[src/hdl/wsg_pkg.sv]
// ----------------------------------------------------------------------------
// wsg_pkg
// Shared constants, stencil tables and helpers for the stencil gradient core.
// ----------------------------------------------------------------------------
package wsg_pkg;

  localparam int FRAC_BITS_DEF = 24;
  localparam int NUM_LINKS     = 27;
  localparam int LINK_W        = 5;
  localparam int ACC_W         = 64;
  localparam int DEN_W         = 5;
  localparam int IN_TDATA_W    = 104;
  localparam int IN_TUSER_W    = 2;
  localparam int OUT_TDATA_W   = 128;
  localparam int CFG_W         = 31;
  localparam logic [CFG_W-1:0] IKAPPA_RESET = 31'd16777216;
  localparam logic [DEN_W-1:0] DEN_GRAD = 5'd18;
  localparam logic [DEN_W-1:0] DEN_LAPL = 5'd9;
  localparam logic [LINK_W-1:0] LINK_CENTRE = 5'd0;
  localparam logic [LINK_W-1:0] LINK_LAST   = 5'd26;

  typedef logic signed [1:0] cv_t;

  localparam cv_t CV_X [NUM_LINKS] = '{
    0, -1, -1, -1, -1, -1, -1, -1, -1, -1,
    0, 0, 0, 0, 0, 0, 0, 0,
    1, 1, 1, 1, 1, 1, 1, 1, 1};
  localparam cv_t CV_Y [NUM_LINKS] = '{
    0, -1, -1, -1, 0, 0, 0, 1, 1, 1,
    -1, -1, -1, 0, 0, 1, 1, 1,
    -1, -1, -1, 0, 0, 0, 1, 1, 1};
  localparam cv_t CV_Z [NUM_LINKS] = '{
    0, -1, 0, 1, -1, 0, 1, -1, 0, 1,
    -1, 0, 1, -1, 1, -1, 0, 1,
    -1, 0, 1, -1, 0, 1, -1, 0, 1};

  function automatic logic signed [31:0] sat32(input logic signed [63:0] x);
    if (x > 64'sd2147483647) return 32'sh7FFFFFFF;
    if (x < -64'sd2147483648) return 32'sh80000000;
    return x[31:0];
  endfunction

  // Multiply an accumulator-width value by a stencil weight of -1, 0 or 1.
  function automatic logic signed [ACC_W-1:0] cv_mul(input cv_t cv,
                                                     input logic signed [ACC_W-1:0] x);
    if (cv == 2'sd1) return x;
    if (cv == -2'sd1) return -x;
    return '0;
  endfunction

endpackage

[src/hdl/wsg_div.sv]
// ----------------------------------------------------------------------------
// wsg_div
// Radix-16 signed divider by a small unsigned divisor, rounding to nearest
// with ties away from zero. Four quotient bits per cycle.
// ----------------------------------------------------------------------------
module wsg_div #(
  parameter int W = wsg_pkg::ACC_W
) (
  input  logic                         clk_i,
  input  logic                         rst_ni,
  input  logic                         start_i,
  input  logic signed [W-1:0]          num_i,
  input  logic [wsg_pkg::DEN_W-1:0]    den_i,
  output logic                         done_o,
  output logic signed [W-1:0]          quo_o
);
  import wsg_pkg::*;

  localparam int DIGITS = W / 4;
  localparam int CNT_W  = $clog2(DIGITS + 1);
  localparam int REM_W  = DEN_W + 4;

  logic                  busy_q;
  logic                  done_q;
  logic                  neg_q;
  logic [CNT_W-1:0]      cnt_q;
  logic [W-1:0]          mag_q;
  logic [DEN_W-1:0]      rem_q;
  logic [DEN_W-1:0]      den_q;
  logic [REM_W-1:0]      rem_sh;
  logic [REM_W-1:0]      sub_amt;
  logic [3:0]            digit;
  logic [W-1:0]          abs_num;

  assign abs_num = num_i[W-1] ? W'(-num_i) : W'(num_i);
  assign rem_sh  = {rem_q, mag_q[W-1 -: 4]};

  // The quotient digit is the largest k for which k times the divisor still fits.
  always_comb begin
    digit   = '0;
    sub_amt = '0;
    for (int k = 1; k < 16; k++) begin
      if (rem_sh >= REM_W'(k) * REM_W'(den_q)) begin
        digit   = 4'(k);
        sub_amt = REM_W'(k) * REM_W'(den_q);
      end
    end
  end

  always_ff @(posedge clk_i or negedge rst_ni) begin
    if (!rst_ni) begin
      busy_q <= 1'b0;
      done_q <= 1'b0;
      cnt_q  <= '0;
    end else begin
      done_q <= 1'b0;
      if (start_i) begin
        busy_q <= 1'b1;
        cnt_q  <= CNT_W'(DIGITS);
      end else if (busy_q) begin
        cnt_q <= cnt_q - 1'b1;
        if (cnt_q == CNT_W'(1)) begin
          busy_q <= 1'b0;
          done_q <= 1'b1;
        end
      end
    end
  end

  // Rounding is folded in by adding half the divisor to the magnitude.
  always_ff @(posedge clk_i) begin
    if (start_i) begin
      neg_q <= num_i[W-1];
      mag_q <= abs_num + W'(den_i >> 1);
      rem_q <= '0;
      den_q <= den_i;
    end else if (busy_q) begin
      rem_q <= DEN_W'(rem_sh - sub_amt);
      mag_q <= {mag_q[W-5:0], digit};
    end
  end

  assign done_o = done_q;
  assign quo_o  = neg_q ? -$signed(mag_q) : $signed(mag_q);

endmodule

[config.mk]
export PLATFORM = sky130hd
export DESIGN_NAME = wsg_div
export DESIGN_NICKNAME = d
export VERILOG_FILES = /design/src/hdl/wsg_pkg.sv /design/src/hdl/wsg_div.sv
export SDC_FILE = /design/constraint.sdc
export NUM_CORES = 1
export LEC_CHECK = 0
export ABC_AREA = 1
export BUFFER_PORTS_ARGS = -buffer_cell sky130_fd_sc_hd__clkbuf_2
export CAP_MARGIN = 15
export CORE_ASPECT_RATIO = 1.2
export CORE_MARGIN = 2
export CORE_UTILIZATION = 39
export CTS_BUF_LIST = sky130_fd_sc_hd__clkbuf_2 sky130_fd_sc_hd__clkbuf_4 sky130_fd_sc_hd__clkbuf_8
export CTS_CLUSTER_SIZE = 10
export DETAILED_ROUTE_END_ITERATION = 8
export GPL_TIMING_DRIVEN = 0
export HOLD_SLACK_MARGIN = 0.05
export SYNTH_ARGS = -nofsm -noshare
export SYNTH_HDL_FRONTEND = slang
export SYNTH_SLANG_ARGS = --single-unit
[constraint.sdc]
create_clock -name clk_i -period 6 [get_ports clk_i]
set_input_delay 0.6 -clock clk_i [delete_from_list [all_inputs] [get_ports clk_i]]
set_output_delay 0.6 -clock clk_i [all_outputs]
set_load 0.005 [all_outputs]
-- Yosys cells after proc, flatten, opt, wreduce, memory -nomap -nowiden
Cells that the tools add are included.
- register bits: 82
- input bits: 72
- output and inout port bits: 65
- logic and storage cells: 82
- add/sub/neg operators: 5
- multipliers: 11
- $lt $le $gt $ge: 15
- eq/ne operators: 1
- mux-type cells: 42
- reductions and logical operators: 1
- operators by type and width (kind ; number):
    $mux 64 ; 4
    $neg 64->64 ; 2
    $mux 5 ; 17
    $add 64x4->64 ; 1
    $ge 9x9->1 ; 7
    $mux 4 ; 13
    $ge 9x8->1 ; 4
    $mul 4x5->9 const A ; 4
    $mul 3x5->8 const A ; 4
    $mul 2x5->7 const A ; 3
    $ge 9x7->1 ; 2
    $ge 9x5->1 ; 1
    $ge 9x6->1 ; 1
    $mux 1 ; 7
    $eq 5x1->1 const B ; 1
    $sub 5x1->5 const B ; 1
    $sub 5x5->5 ; 1
    $mux 2 ; 1
    $reduce_bool 2->1 ; 1

-- Longest topological paths before layout
- word-level depth: 18
- gate-level depth with buffers: 33
- gate-level depth less buffers: 33

-- Least setup slack after synthesis
OpenSTA, ideal clock, no wires.
- kind: register to register
- start point: register den_q[2]
- end point: register rem_q[4]
- library setup time: 0.113 ns
- arrival: 4.743 ns
- data required time: 5.887 ns
- slack: 1.144 ns
- cell stages (with the launch flop): 24
- buffers on the path: 0
- clock period less this slack: 4.856 ns
- cells stage by stage: edfxtp_1 -> fa_1 -> fa_1 -> inv_1 -> fa_1 -> o21ai_0 -> xor2_1 -> ha_1 -> nand2_1 -> o21ai_0 -> a21oi_1 -> o21ai_1 -> inv_1 -> a31oi_1 -> ha_1 -> inv_1 -> fa_1 -> nand3_1 -> nand2_1 -> xor2_1 -> inv_1 -> nand3_1 -> nand3_1 -> nand2_1
- word-level cells in the longest chain between the ends: 17
- elaborated cells between the ends (all ways): 42
- classes of those cells: add/sub: 1; mul: 11; order compare: 15; mux: 15
- RTL lines (element ; RTL line ; text):
    start, declared ; wsg_div.sv:29 ; logic [DEN_W-1:0] den_q;
    start signal, assigned ; wsg_div.sv:76 ; den_q <= den_i;
    branches (longest 15 deep; another with $ge 9x7->1) ; n/a ;
    $mux 5 * ; wsg_div.sv:43 ; if (rem_sh >= REM_W'(k) * REM_W'(den_q)) begin
    $sub 5x5->5 * ; wsg_div.sv:78 ; rem_q <= DEN_W'(rem_sh - sub_amt);
    end signal, assigned ; wsg_div.sv:78 ;
    end, declared ; wsg_div.sv:28 ; logic [DEN_W-1:0] rem_q;
Every way passes the cells marked *.
A chain may end at the register's enable or synchronous reset.

-- Final worst setup path
- start point: register den_q[3]
- end point: register rem_q[4]
Same word-level chain as after synthesis.

==> impl_metrics.csv <==
group,metric,value,unit
run_status,run_status,"completed",
floorplan,dieWidth,173,µm
yosys,synthesized_net_count,2258,
yosys,synth_area_in_xor_xnor,12.3,%
timing,setup_total_negative_slack,0,ps
yosys,yosys_register_bits,82,
pwr,p_per_area,282,mW/mm²
layout,insertedDiodeCount,0,
timing,unrepaired_setup_endpoints_after_global_routing,"no",
global_route,grt_overflow,0,
detailed_routing,routed_wl,48800,µm
global_route,grt_first_pass_wirelength,74900,µm
global_route,overall_global_routing_resource_usage,27.1,%
global_route,grt_antenna_before_repair,0,
setup_path,cp_data_arrival_time,5910,ps
detailed_routing,drt_pass1_iterations,7,
layout,mostFrequentLayoutCell,"sky130_fd_sc_hd__nand2_1",
yosys,synth.mux.area_fraction,0,%
timing,timing.final.crit_share,92.9,%
layout,syn_to_final_growth,12.3,%
setup_path,critPathMaxFanout,8,
place,dp_hpwl,40900,µm
yosys,post_synth_num_cell_types,60,
yosys,synthCells,2030,
detailed_routing,detailroute.via_count,14000,
yosys,main_combinational_cell_family_by_area_after_synthesis,"simple AND/OR/NAND/NOR gates",
detailed_routing,via_cell_ratio,5.26,
place,routabilityCongestion,0.953,
timing,maxSlewViolCount,0,
clock_tree,root_buffer,"sky130_fd_sc_hd__clkbuf_8",
pwr,ir_drop,0.136,mV
yosys,yosys.area_share.adder,15.8,%
yosys,share_of_async_settable_or_async_resettable_flops_after_synthesis,8.54,%
place,placedCellCount,2622,
place,placedInstanceArea,0.0146,mm²
place,dp_slack,172,ps
detailed_routing,drt_iter0_markers,803,
clock_tree,cts.clk_slew.worst_paths,90,ps
timing,setup_ws,428,ps
flow_run,timing.max_cap.violations,0,
timing,max_freq,179,MHz
clock_tree,cts_num_sinks,82,
timing,tightestPinTransition,993,ps
yosys,postSynthAreaPerCell,6.58,µm²
timing,timing_hold_violations_final,0,
detailed_routing,drcViolationCount,0,
setup_path,worst-endpoint-required,6340,ps
floorplan,core.rowCount,74,
clock_tree,cts_tree,"built",
clock_tree,cts-buffers-inserted,9,
clock_tree,clockBufferDepth,2,
setup_path,criticalPathCategory,"reg2reg",
yosys,synth-compound-area-share,11.5,%
yosys,ys_warn_count,0,
layout,design.final.nets,2427,
floorplan,initial_utilization,39.4,%
global_route,grt_start_max_net_pins,70,
layout,final_layout_size_suffix_gt1_share,11.5,%
floorplan,core-area,0.0339,mm²
yosys,synth_simple_gate_area_share,33.5,%
detailed_routing,detail-route-antenna-nets,0,
global_route,first_global_vias,14000,
worst_hold_path,min-delay-path-class,"in2reg",
yosys,synth_enable_flop_cells,70,
setup_path,critPathLaunchType,"register",
yosys,netlist_area,0.0134,mm²
layout,stdcell_area,0.0150,mm²
floorplan,die_span_y,207,µm
place,placement.io_buffers,136,
timing,setup_viol,0,
timing,finClkSkew,12.1,ps
layout,layout.cells.most_common_list,"sky130_fd_sc_hd__nand2_1, sky130_fd_sc_hd__inv_1, sky130_fd_sc_hd__nor2_1",
clock_tree,h-tree-depth,3,
yosys,synth_ff_type,"sky130_fd_sc_hd__edfxtp_1",
pwr,p_leak,7.14,nW
yosys,synth.yosys.seq_area_share,17.8,%
layout,final_cells,2660,
clock_tree,insertion_delay,400,ps
timing,period_needed,5570,ps
setup_path,cp-end-kind,"register",
floorplan,i_o_pins,137,
floorplan,die_area,0.0358,mm²
detailed_routing,dr_wl_cell,18.3,µm
timing,slew-limit-headroom,33.7,%
-- report_power, final --
part | total (mW) | internal [mW] | switching, mW
logic | 2.78 | 1.06 | 1.73
clock network | 0.462 | 0.234 | 0.229
registers | 0.979 | 0.751 | 0.228
-- cell families after synthesis --
group                      count (synthesis)
adders and majority gates                156
and+or+nand+nor                         1014
DFF                                       82
xor gates and xnor gates                 183
buffers and inverters                    321
AOI/OAI and AO/OA                        274
-- worst paths after layout --
path	from	endpoint	slack [ps]	cells past startpoint
worst max register to register	den_q[3]$_DFFE_PP_	rem_q[4]$_SDFFE_PP0P_	430	24
min in group asynchronous	rst_ni	cnt_q[3]$_DFFE_PN0P_	580	2
worst max-delay path	den_q[3]$_DFFE_PP_	rem_q[4]$_SDFFE_PP0P_	430	24
max in group asynchronous	rst_ni	cnt_q[4]$_DFFE_PN0P_	5250	2
worst min register to register	cnt_q[3]$_DFFE_PN0P_	cnt_q[3]$_DFFE_PN0P_	500	1
worst min-delay path	den_i[0]	den_q[0]$_DFFE_PP_	430	1
-- critical path, cell delays in order (launching register included) --
cell,delay (ps)
sky130_fd_sc_hd__edfxtp_1,540
sky130_fd_sc_hd__buf_4,220
sky130_fd_sc_hd__fa_1,590
sky130_fd_sc_hd__fa_1,460
sky130_fd_sc_hd__ha_1,370
sky130_fd_sc_hd__nand2_1,60
sky130_fd_sc_hd__o21ai_0,300
sky130_fd_sc_hd__xor2_1,140
sky130_fd_sc_hd__ha_1,320
sky130_fd_sc_hd__nand2_1,50
sky130_fd_sc_hd__o21ai_0,200
sky130_fd_sc_hd__a21oi_1,90
sky130_fd_sc_hd__o21ai_1,470
sky130_fd_sc_hd__inv_1,180
sky130_fd_sc_hd__a31oi_1,210
sky130_fd_sc_hd__ha_1,200
sky130_fd_sc_hd__inv_1,60
sky130_fd_sc_hd__fa_1,420
sky130_fd_sc_hd__nand3_1,100
sky130_fd_sc_hd__nand2_1,70
sky130_fd_sc_hd__xor2_1,180
sky130_fd_sc_hd__inv_1,60
sky130_fd_sc_hd__nand3_1,80
sky130_fd_sc_hd__nand3_1,80
sky130_fd_sc_hd__nand2_1,70
-- metal layers --
| metal | routed length, µm | global-route usage [%] | vias up |
|---|---|---|---|
| li1 | - | - | 7011 |
| met1 | 18900 | 29.3 | 6490 |
| met2 | 25500 | 52.4 | 372 |
| met3 | 1640 | 2.38 | 123 |
| met4 | 2740 | 14.8 | 0 |
| met5 | 0 | 0 | - |
-- cells in the mapped netlist (7+ instances only) --
master | n | area share [%]
sky130_fd_sc_hd__a21oi_1 | 103 | 3.9
sky130_fd_sc_hd__a31oi_1 | 14 | 0.66
sky130_fd_sc_hd__clkbuf_1 | 22 | 0.62
sky130_fd_sc_hd__dfrtp_1 | 7 | 1.3
sky130_fd_sc_hd__edfxtp_1 | 70 | 16
sky130_fd_sc_hd__fa_1 | 21 | 3.1
sky130_fd_sc_hd__ha_1 | 135 | 13
sky130_fd_sc_hd__inv_1 | 280 | 7.9
sky130_fd_sc_hd__inv_2 | 7 | 0.20
sky130_fd_sc_hd__nand2_1 | 461 | 13
sky130_fd_sc_hd__nand3_1 | 120 | 4.5
sky130_fd_sc_hd__nand3_2 | 8 | 0.60
sky130_fd_sc_hd__nand4_1 | 31 | 1.5
sky130_fd_sc_hd__nor2_1 | 265 | 7.4
sky130_fd_sc_hd__nor2_2 | 11 | 0.52
sky130_fd_sc_hd__nor2_4 | 8 | 0.67
sky130_fd_sc_hd__nor3_1 | 47 | 1.8
sky130_fd_sc_hd__nor3_2 | 10 | 0.75
sky130_fd_sc_hd__nor4_1 | 20 | 0.94
sky130_fd_sc_hd__o21ai_0 | 87 | 3.3
sky130_fd_sc_hd__o21ai_1 | 15 | 0.56
sky130_fd_sc_hd__o22ai_1 | 9 | 0.42
sky130_fd_sc_hd__or2_2 | 11 | 0.52
sky130_fd_sc_hd__xnor2_1 | 48 | 3.1
sky130_fd_sc_hd__xor2_1 | 130 | 8.5
-- repair_timing --
| item | in CTS | in global routing |
|---|---|---|
| resized for setup | 0 | 1 |
| hold endpoints to repair | 7 | 0 |
| setup buffers | 0 | 21 |
| hold buffers | 1 | 0 |
| setup endpoints to repair | 0 | 3 |
-- sequential cells by signal, indices dropped and copies added (netlist names) --
signal,count
mag_q,64
rem_q,5
cnt_q,5
busy_q,1
den_q,5
neg_q,1
done_o,1
-- stage by stage --
stage / power [mW] / utilization (%) / hold WS [ps]
after floorplan: 2.87 / - / 304
after global placement: 3.68 / 43.1 / 450
after detailed placement: 3.73 / 43.1 / 450
after CTS: 4.20 / 43.8 / 399
after global routing: 4.67 / 44.3 / 415
final: 4.23 / 44.3 / 429
-- final cells by class --
cell class	count	area, µm²
Clock inverter	7	90.1
Tap cell	456	571
Buffer	31	133
Multi-Input combinational cell	1627	9770
Clock buffer	9	124
Sequential cell	82	2380
Timing Repair Buffer	158	848
Fill cell	3711	18900
Inverter	290	1090
(Power assumes the default switching activity.)
